## src/rtl/jps_pkg.sv

```systemverilog
`default_nettype none
package jps_pkg;

  localparam int unsigned PACKET_BYTES = 16;
  localparam int unsigned PKT_BITS     = PACKET_BYTES * 8;
  localparam int unsigned STORE_AW     = $clog2(PKT_BITS);

  localparam logic signed [8:0] BP_IDLE = -9'sd1;
  localparam logic signed [8:0] BP_FULL = 9'sd128;
  localparam logic signed [8:0] BP_SENT = 9'sd129;
  localparam logic signed [8:0] BP_HSK  = 9'sd135;

  localparam logic [7:0] SEL_FORCE = 8'hCF;
  localparam logic [7:0] SEL_LOW   = 8'h0F;

  typedef enum logic [1:0] {
    REQ_WRITE  = 2'd0,
    REQ_READ   = 2'd1,
    REQ_RESCAN = 2'd2,
    REQ_NONE   = 2'd3
  } req_e;

  typedef enum logic [1:0] {
    CFG_PKT_EN   = 2'd0,
    CFG_CTL_MASK = 2'd1,
    CFG_ALLOW_OP = 2'd2,
    CFG_UNUSED   = 2'd3
  } cfg_e;

  typedef enum logic [1:0] {
    SEL_BOTH = 2'b00,
    SEL_BTN  = 2'b01,
    SEL_DIR  = 2'b10,
    SEL_ID   = 2'b11
  } sel_e;

  typedef enum logic [1:0] {
    LC_RESET = 2'd0,
    LC_ONE   = 2'd1,
    LC_SEND  = 2'd2,
    LC_STEP  = 2'd3
  } lc_e;

  typedef struct packed {
    logic [1:0] req_type;
    logic [7:0] write_value;
    logic [7:0] pad_keys;
  } in_t;

  typedef struct packed {
    logic        out_kind;
    logic [7:0]  joyp_value;
    logic        keypad_irq;
    logic [63:0] packet_word;
    logic        is_last;
  } out_t;

  typedef struct packed {
    logic [7:0]          joyp;
    logic                irq;
    logic                sent;
    logic [PKT_BITS-1:0] pkt;
  } grp_t;

endpackage
`default_nettype wire

```

## src/rtl/joypad_scan_with_packet_receiver.sv

```systemverilog
// channel | ports                          | accepted when
// in      | in_valid, in_ready, in_data    | in_valid & in_ready
// out     | out_valid, out_ready, out_data | out_valid & out_ready
// cfg     | cfg_valid, cfg_ready, cfg_index, cfg_data | cfg_valid & cfg_ready
//
// One request per cycle is taken while in_ready is high; state updates at the
// accept edge. Results leave from a two-group queue: one beat per request,
// three when a packet goes out, so throughput is set by the output beats.
// in_ready drops only while both queue slots are held by undelivered results.
// Synchronous active-low reset; cfg_ready is always high.
`default_nettype none
module joypad_scan_with_packet_receiver
  import jps_pkg::*;
(
  input  wire logic       clk,
  input  wire logic       rst_n,
  input  wire logic       in_valid,
  output logic            in_ready,
  input  wire in_t        in_data,
  output logic            out_valid,
  input  wire logic       out_ready,
  output out_t            out_data,
  input  wire logic       cfg_valid,
  output logic            cfg_ready,
  input  wire logic [1:0] cfg_index,
  input  wire logic [1:0] cfg_data
);

  logic in_acc;
  grp_t grp;

  assign cfg_ready = 1'b1;
  assign in_acc    = in_valid && in_ready;

  jps_core u_core (
    .clk       (clk),
    .rst_n     (rst_n),
    .cfg_we    (cfg_valid),
    .cfg_index (cfg_index),
    .cfg_data  (cfg_data),
    .req_we    (in_acc),
    .req       (in_data),
    .grp       (grp)
  );

  jps_outq u_outq (
    .clk       (clk),
    .rst_n     (rst_n),
    .push      (in_acc),
    .push_grp  (grp),
    .can_push  (in_ready),
    .out_valid (out_valid),
    .out_ready (out_ready),
    .out_data  (out_data)
  );

endmodule
`default_nettype wire

```

## src/rtl/jps_core.sv

```systemverilog
`default_nettype none
module jps_core
  import jps_pkg::*;
(
  input  wire logic       clk,
  input  wire logic       rst_n,
  input  wire logic       cfg_we,
  input  wire logic [1:0] cfg_index,
  input  wire logic [1:0] cfg_data,
  input  wire logic       req_we,
  input  wire in_t        req,
  output grp_t            grp
);

  logic                pkt_en_r;
  logic [1:0]          ctl_mask_r;
  logic                allow_op_r;
  logic [7:0]          sel_r,   sel_nxt;
  logic signed [8:0]   bp_r,    bp_nxt;
  logic [1:0]          last_r,  last_nxt;
  logic [PKT_BITS-1:0] store_r, store_nxt;
  logic [1:0]          cidx_r,  cidx_nxt;

  always_comb begin
    logic [7:0]        old;
    logic [7:0]        keys;
    logic [3:0]        k;
    logic [7:0]        scanned;
    logic [7:0]        joyp;
    logic              irq;
    logic              sent;
    logic [1:0]        c;
    logic signed [8:0] bp;
    old       = (req.req_type == REQ_WRITE) ? (req.write_value | SEL_LOW) : sel_r;
    keys      = (cidx_r != 2'd0) ? 8'd0 : req.pad_keys;
    k         = 4'd0;
    sent      = 1'b0;
    c         = req.write_value[5:4];
    bp        = bp_r;
    sel_nxt   = sel_r;
    bp_nxt    = bp_r;
    last_nxt  = last_r;
    store_nxt = store_r;
    cidx_nxt  = cidx_r;
    unique case (sel_e'(old[5:4]))
      SEL_ID:   k = {2'b00, cidx_r};
      SEL_DIR:  k = keys[7:4];
      SEL_BTN:  k = keys[3:0];
      SEL_BOTH: k = keys[3:0] | keys[7:4];
      default:  k = 4'd0;
    endcase
    scanned = (SEL_FORCE | old) ^ {4'd0, k};
    irq     = |(old[3:0] & ~scanned[3:0]);
    joyp    = scanned;
    if (req.req_type == REQ_NONE) begin
      irq  = 1'b0;
      joyp = sel_r;
    end else begin
      sel_nxt = scanned;
    end
    if (req.req_type == REQ_READ && !allow_op_r && scanned[5:4] == SEL_DIR) begin
      if (scanned[1:0] == 2'b00) joyp[1:0] = 2'b11;
      if (scanned[3:2] == 2'b00) joyp[3:2] = 2'b11;
    end
    if (req.req_type == REQ_WRITE && pkt_en_r) begin
      if (c == LC_RESET) begin
        bp        = BP_IDLE;
        store_nxt = '0;
      end
      if (c != last_r) begin
        last_nxt = c;
        if (bp > BP_FULL) begin
          if (c == LC_ONE) begin
            bp = bp | 9'sd2;
          end else if (c == LC_SEND) begin
            bp = bp | 9'sd4;
          end else if (c == LC_STEP && bp == BP_HSK) begin
            bp       = bp & ~9'sd6;
            cidx_nxt = (cidx_r + 2'd1) & ctl_mask_r;
          end
        end
        if (bp == BP_FULL && c == LC_SEND) begin
          sent = 1'b1;
          bp   = BP_SENT;
        end
        if (bp < BP_FULL) begin
          if (c == LC_ONE && bp >= 9'sd0) begin
            store_nxt[bp[STORE_AW-1:0]] = 1'b1;
          end else if (c == LC_STEP) begin
            bp = bp + 9'sd1;
          end
        end
      end
      bp_nxt = bp;
    end
    grp.joyp = joyp;
    grp.irq  = irq;
    grp.sent = sent;
    grp.pkt  = store_nxt;
  end

  always_ff @(posedge clk) begin
    if (!rst_n) begin
      pkt_en_r   <= 1'b1;
      ctl_mask_r <= 2'd0;
      allow_op_r <= 1'b0;
      sel_r      <= 8'hFF;
      bp_r       <= BP_IDLE;
      last_r     <= 2'd0;
      store_r    <= '0;
      cidx_r     <= 2'd0;
    end else begin
      if (cfg_we) begin
        unique case (cfg_e'(cfg_index))
          CFG_PKT_EN:   pkt_en_r   <= cfg_data[0];
          CFG_CTL_MASK: ctl_mask_r <= cfg_data;
          CFG_ALLOW_OP: allow_op_r <= cfg_data[0];
          default:      ;
        endcase
      end
      if (req_we) begin
        sel_r   <= sel_nxt;
        bp_r    <= bp_nxt;
        last_r  <= last_nxt;
        store_r <= store_nxt;
        cidx_r  <= cidx_nxt;
      end
    end
  end

endmodule
`default_nettype wire

```

## src/rtl/jps_outq.sv

```systemverilog
`default_nettype none
module jps_outq
  import jps_pkg::*;
(
  input  wire logic clk,
  input  wire logic rst_n,
  input  wire logic push,
  input  wire grp_t push_grp,
  output logic      can_push,
  output logic      out_valid,
  input  wire logic out_ready,
  output out_t      out_data
);

  grp_t       slot_r [2];
  logic       wr_ptr_r, rd_ptr_r;
  logic [1:0] count_r;
  logic [1:0] beat_r;
  grp_t       cur;
  logic       pop;

  assign cur       = slot_r[rd_ptr_r];
  assign can_push  = (count_r != 2'd2);
  assign out_valid = (count_r != 2'd0);

  always_comb begin
    out_data.out_kind   = (beat_r != 2'd0);
    out_data.joyp_value = cur.joyp;
    out_data.keypad_irq = cur.irq;
    out_data.is_last    = !cur.sent || (beat_r == 2'd2);
    unique case (beat_r)
      2'd1:    out_data.packet_word = cur.pkt[63:0];
      2'd2:    out_data.packet_word = cur.pkt[PKT_BITS-1:64];
      default: out_data.packet_word = 64'd0;
    endcase
  end

  assign pop = out_valid && out_ready && out_data.is_last;

  always_ff @(posedge clk) begin
    if (push) begin
      slot_r[wr_ptr_r] <= push_grp;
    end
  end

  always_ff @(posedge clk) begin
    if (!rst_n) begin
      wr_ptr_r <= 1'b0;
      rd_ptr_r <= 1'b0;
      count_r  <= 2'd0;
      beat_r   <= 2'd0;
    end else begin
      if (push) wr_ptr_r <= !wr_ptr_r;
      if (pop) rd_ptr_r <= !rd_ptr_r;
      count_r <= count_r + {1'b0, push} - {1'b0, pop};
      if (out_valid && out_ready) begin
        beat_r <= pop ? 2'd0 : beat_r + 2'd1;
      end
    end
  end

`ifndef SYNTH
  a_beat_needs_packet: assert property (@(posedge clk) disable iff (!rst_n)
    (beat_r != 2'd0) |-> (out_valid && cur.sent))
    else $error("packet beat without a sent packet");
  a_count_bound: assert property (@(posedge clk) disable iff (!rst_n)
    count_r != 2'd3)
    else $error("result queue overflow");
  a_group_continues: assert property (@(posedge clk) disable iff (!rst_n)
    (out_valid && out_ready && !out_data.is_last) |=> (out_valid && beat_r != 2'd0))
    else $error("packet group broken");
  a_no_push_full: assert property (@(posedge clk) disable iff (!rst_n)
    push |-> can_push)
    else $error("push into full queue");
`endif

endmodule
`default_nettype wire
```

## config.mk

```make
export PLATFORM = sky130hd
export DESIGN_NAME = joypad_scan_with_packet_receiver
export DESIGN_NICKNAME = d
export VERILOG_FILES = /design/src/rtl/jps_pkg.sv /design/src/rtl/joypad_scan_with_packet_receiver.sv /design/src/rtl/jps_core.sv /design/src/rtl/jps_outq.sv
export SDC_FILE = /design/constraint.sdc
export NUM_CORES = 1
export LEC_CHECK = 0
export ABC_AREA = 0
export BUFFER_PORTS_ARGS = -buffer_cell sky130_fd_sc_hd__clkbuf_2
export CORE_MARGIN = 5
export CORE_UTILIZATION = 55
export CTS_CLUSTER_DIAMETER = 80
export CTS_CLUSTER_SIZE = 10
export DETAILED_ROUTE_END_ITERATION = 10
export PLACE_DENSITY = 0.75
export SYNTH_ARGS = -nofsm -noshare
export SYNTH_HDL_FRONTEND = slang
export SYNTH_SLANG_ARGS = --single-unit
```

## constraint.sdc

```tcl
create_clock -name clk -period 6.91 [get_ports clk]
set_clock_uncertainty 0.05 [all_clocks]
set_input_delay 0.3455 -clock clk [delete_from_list [all_inputs] [get_ports clk]]
set_output_delay 0.3455 -clock clk [all_outputs]
set_load 0.01 [all_outputs]
```

* After elaboration in Yosys (flattened, before gate mapping)
Memory sizes are Yosys's and may differ from the RTL's. A register that Yosys moved wholly into a read port is not among the register bits. Cells that the tools add are included.
Word-level totals: memories kept 1, RAM bits 276, register bits 159
Memory list:
- u_outq.slot_r | words 2, width 138, rd ports 1, clocked after Yosys merged registers in 1, wr ports 1, RTL line jps_outq.sv:15 | grp_t slot_r [2];
Cells by class: multiplexer cells 40, $add $sub $neg 5, reduce and logical (&&, ||, !) cells 31, equal/unequal tests 17, order comparisons 5, bitwise gates (word level) 8
Operators by type and width (number):
- $mux W128 | 6
- $or A128 B128 Y128 | 1
- $pmux W64 S2 | 1
- $mux W9 | 11
- $eq A9 B9 Y1 const B | 2
- $eq A2 B2 Y1 const B | 8
- $mux W8 | 2
- $pmux W4 S4 | 1
- $logic_not A2 Y1 | 6
- $mux W3 | 4
- $eq A2 B1 Y1 const B | 5
- $logic_and A1 B1 Y1 | 10
- $add A9 B2 Y9 const B | 1
- $ge A9 B1 Y1 const B | 1
- $gt A9 B9 Y1 const B | 1
- $lt A9 B9 Y1 const B | 1
- $mux W1 | 9
- $lt A7 B8 Y1 const B | 1
- $reduce_and A2 Y1 | 4
- $xor A8 B4 Y8 | 1
- $demux W1 S7 | 1
- $ge A7 B1 Y1 const B | 1
- $reduce_and A7 Y1 | 1
- $mux W2 | 3
- 17 further kinds | 24

* Longest topological paths before layout
depth in word-level cells 25, depth in mapped cells 11

* Hierarchy
Synthesis repeated with hierarchy kept, for this count alone.
Unflattened totals: cell total of the unflattened synthesis 1582, area total of the unflattened synthesis 18417.7 µm²
By module, submodules not included:
- jps_outq | cells an instance 619, area each 11060.6 µm², times used 1
- jps_core | cells an instance 960, area each 7339.5 µm², times used 1
- joypad_scan_with_packet_receiver | cells an instance 3, area each 17.5 µm², times used 1

* Least setup slack after synthesis
Ideal clock, no wire load.
path kind register -> register, start point register u_outq.count_r[0], end point memory u_outq.slot_r[0][0] in the netlist's numbering (enable), buffers on the path 0, arrival time 6579 ps, slack -357 ps, cell stages (with the launch flop) 5, cells stage by stage dfxtp_1 -> and2b_1 -> inv_1 -> nand2_1 -> nor2_1
On the way: longest elaborated chain between the ends 4
Ends and longest elaborated chain:
- start: declaration | RTL line jps_outq.sv:17 | logic [1:0] count_r;
- start signal: assignment | RTL line jps_outq.sv:55 | count_r <= count_r + {1'b0, push} - {1'b0, pop};
- $ne A2 B2 Y1 | RTL line jps_outq.sv:23 | assign can_push = (count_r != 2'd2);
- via in_ready | RTL line joypad_scan_with_packet_receiver.sv:18 | output logic in_ready,
- $logic_and A1 B1 Y1 | RTL line joypad_scan_with_packet_receiver.sv:33 | assign in_acc = in_valid && in_ready;
- $mux W1 | RTL line jps_outq.sv:41 | if (push) begin
- $mux W1 (implied by the code) | RTL line jps_outq.sv:42 | slot_r[wr_ptr_r] <= push_grp;
- end: declaration | RTL line jps_outq.sv:15
The timed path passes the listed nets, and every way through them passes these cells.

==> out/metrics.cfg <==
[synth]
synthMuxAreaShare = 0.0840
synth-compound-area-share = 0.150
async_flop_share = 0
synth_top_family_by_area = compound AO/OA/AOI/OAI gates
yosys.area_share.simple = 0.128
yosysWarnings = 0
syn_avg_cell_area_um2 = 11.5
syn_inst = 1667
synth_ff_type = edfxtp_1
ys_seq_elements = 436
synth_area_um2 = 19200
ys_seq_area_frac = 0.598
synth_edf_count = 276
synthesis.nets = 1701
ys_types = 78
synth_fa_ha_area_frac = 0.00456
synth_xor_area_frac = 0.00365

[cts]
cts_tree = done
htreeDepth = 2
clk_pin_slew_worst_paths_ps = 50
post_cts_resized = 0
clock-sinks = 436
ctsHoldBuffers = 0
cts_buffers = 49
clk_path_buf_depth = 3
postCtsSetupBuffers = 0
clock-root-buffer = clkbuf_16
worst_skew_pair.late_latency_ps = 560

[cells_and_area]
final_net_count = 1745
layout_commonest_cell = edfxtp_1
finalInstanceArea_um2 = 21400
final_cell_mix = edfxtp_1 (276), nand2_1 (270), dfxtp_1 (159)
drive_above_1_share = 0.196
antenna_cells = 0
syn_to_final_growth_pct = 11.4
finalNonFillerCells = 2206

[critical_path]
crit_path_start_kind = flop
worstSetupEndpointType = primary output
worstPathMaxFanout = 50
r2r_slack_ps = 3480
critPathArrivalTime_ps = 3250
cp.required_ps = 6510
worst-setup-path-type = reg2out

[worst_hold_path]
min_path_type = in2reg

[placed_design]
gp_congestion = 0.903
placed_area_um2 = 20000
place_inst = 2115
place_ws_ps = 2990
portBuffers = 97
dp_hpwl_mm = 29.6

[power_and_ir_drop]
clock_power_share = 0.360
intPower_mw = 4.86
p_leak_nw = 7.13
power_density_nw_per_um2 = 304
combPwrFrac = 0.147
switching_power_mw = 1.65
peakVddDrop_uv = 220
switching_share = 0.254
seq_power_share = 0.493

[timing]
max_freq_ghz = 0.274
setup_viol = 0
postLayoutSetupSlackWorst_ps = 3270
rsz0062_at_grt = no
fin_crit_sh = 0.527
setup_tns_ps = 0
drv_slew = 0
max_slew.worst_pin.slew_ps = 1190
hold_ws_ps = 14.1
finalHoldViolations = 0
slew_headroom = 0.204
post-route-min-period_ps = 3640

[detailed_routing]
dr.pass1.iters = 6
antenna_left = 0
routed_wl_mm = 48.4
vias_per_cell = 6.22
dr.first_iter.drc_count = 1458
post_drt_wl_per_cell_um = 21.9
vias = 13700
drc_errors = 0

[grt]
grt_usage = 0.243
antenna_found_initial = 0
grt_pass1_wl_mm = 75.2
grt_pass1_vias = 13500
grt_overflow = 0
grt_max_degree = 117

[floorplanning]
dieWidth_um = 197
dieArea_um2 = 38800
rows = 68
start_util = 0.556
io_pins = 105
core_region_area_um2 = 34500
die_y_um = 197

[job]
max-cap-violations = 0

[outcome]
status = finished clean

[cell families after synthesis]
family	count (synthesis)
AOI/OAI and AO/OA	403
xor gates and xnor gates	8
adders and majority gates	7
buffers and inverters	142
DFF	436
muxes	144
other	1
and+or+nand+nor	526
[area by class of cell]
cell class | instances | area, µm²
fillers | 2762 | 13100
flip-flops and latches | 436 | 11500
multi-input cells | 1089 | 7180
clock buffers | 88 | 1390
repair buffers | 117 | 648
well taps | 455 | 569
inverters | 18 | 67.6
clock inverters | 3 | 41.3
[worst paths after layout]
kind	startpoint	cells past startpoint	endpoint
worst max-delay path	flop	5	out_data[42]
worst min-delay path	cfg_data[0]	3	u_core.pkt_en_r$_SDFFE_PN1P_
worst max register to register	u_core.bp_r[5]$_SDFFE_PN1P_	5	u_outq.slot_r[0][3]$_DFFE_PP_
worst min register to register	u_core.store_r[61]$_SDFFE_PN0P_	2	u_core.store_r[61]$_SDFFE_PN0P_
[layer usage]
layer / routed length [µm] / GRT usage
met5: 0 / 0
met2: 23200 / 0.396
met3: 3270 / 0.0316
met1: 20300 / 0.337
met4: 1630 / 0.0876
[sequential cells by signal (all words and copies together) (netlist names), 8 cells and up, named ones only]
register,cells
u_core.store_r,128
u_core.sel_r,8
u_core.bp_r,9
u_outq.slot_r,276
[cells in the mapped netlist (all sizes together), types with 3 or more instances]
cell type | count | area [µm²]
or2 | 4 | 25.0
and2 | 10 | 62.6
o31ai | 65 | 488
nor4 | 3 | 18.8
nand4 | 10 | 77.6
a21oi | 19 | 114
o211ai | 11 | 92.6
a2111oi | 5 | 68.8
a32o | 11 | 110
nand2b | 15 | 93.8
edfxtp | 276 | 8290
nand2 | 271 | 1020
a211oi | 4 | 40.0
nand3b | 4 | 30.0
nor2 | 63 | 241
nor3 | 18 | 100
mux2i | 7 | 70.1
or3b | 3 | 26.3
nor2b | 70 | 438
and3 | 7 | 43.8
dfxtp | 160 | 3200
o21ai | 135 | 702
nor3b | 4 | 35.0
xnor2 | 5 | 43.8
mux2 | 137 | 1540
buf | 41 | 216
nand3 | 32 | 160
a22oi | 64 | 480
o22ai | 3 | 18.8
xor2 | 3 | 26.3
a22o | 61 | 534
inv | 18 | 67.6
ha | 7 | 87.6
or3 | 6 | 37.5
a31oi | 3 | 18.8
clkbuf | 83 | 312
[metrics by stage]
stage               utilization  total power [mW]
floorplan                     -              3.97
global placement          0.578              4.19
detailed placement        0.578              4.22
CTS                       0.619              6.55
global route              0.619              6.76
finish                    0.619              6.51
[critical path, cell delays in order (launching register included)]
cell,delay (ps)
dfxtp_4,750
buf_4,700
mux2_2,410
a22oi_1,510
nor2b_1,100
clkbuf_2,150
[power by group through the flow]
| stage | Combinational, mW | Sequential, mW | Clock, mW |
|---|---|---|---|
| after global routing | 1.04 | 3.23 | 2.49 |
| after CTS | 0.968 | 3.21 | 2.37 |
| after detailed placement | 0.962 | 3.26 | 0 |
| after floorplan | 0.739 | 3.23 | 0 |
| final | 0.961 | 3.21 | 2.34 |
| after global placement | 0.946 | 3.24 | 0 |
(Power assumes the default switching activity.)
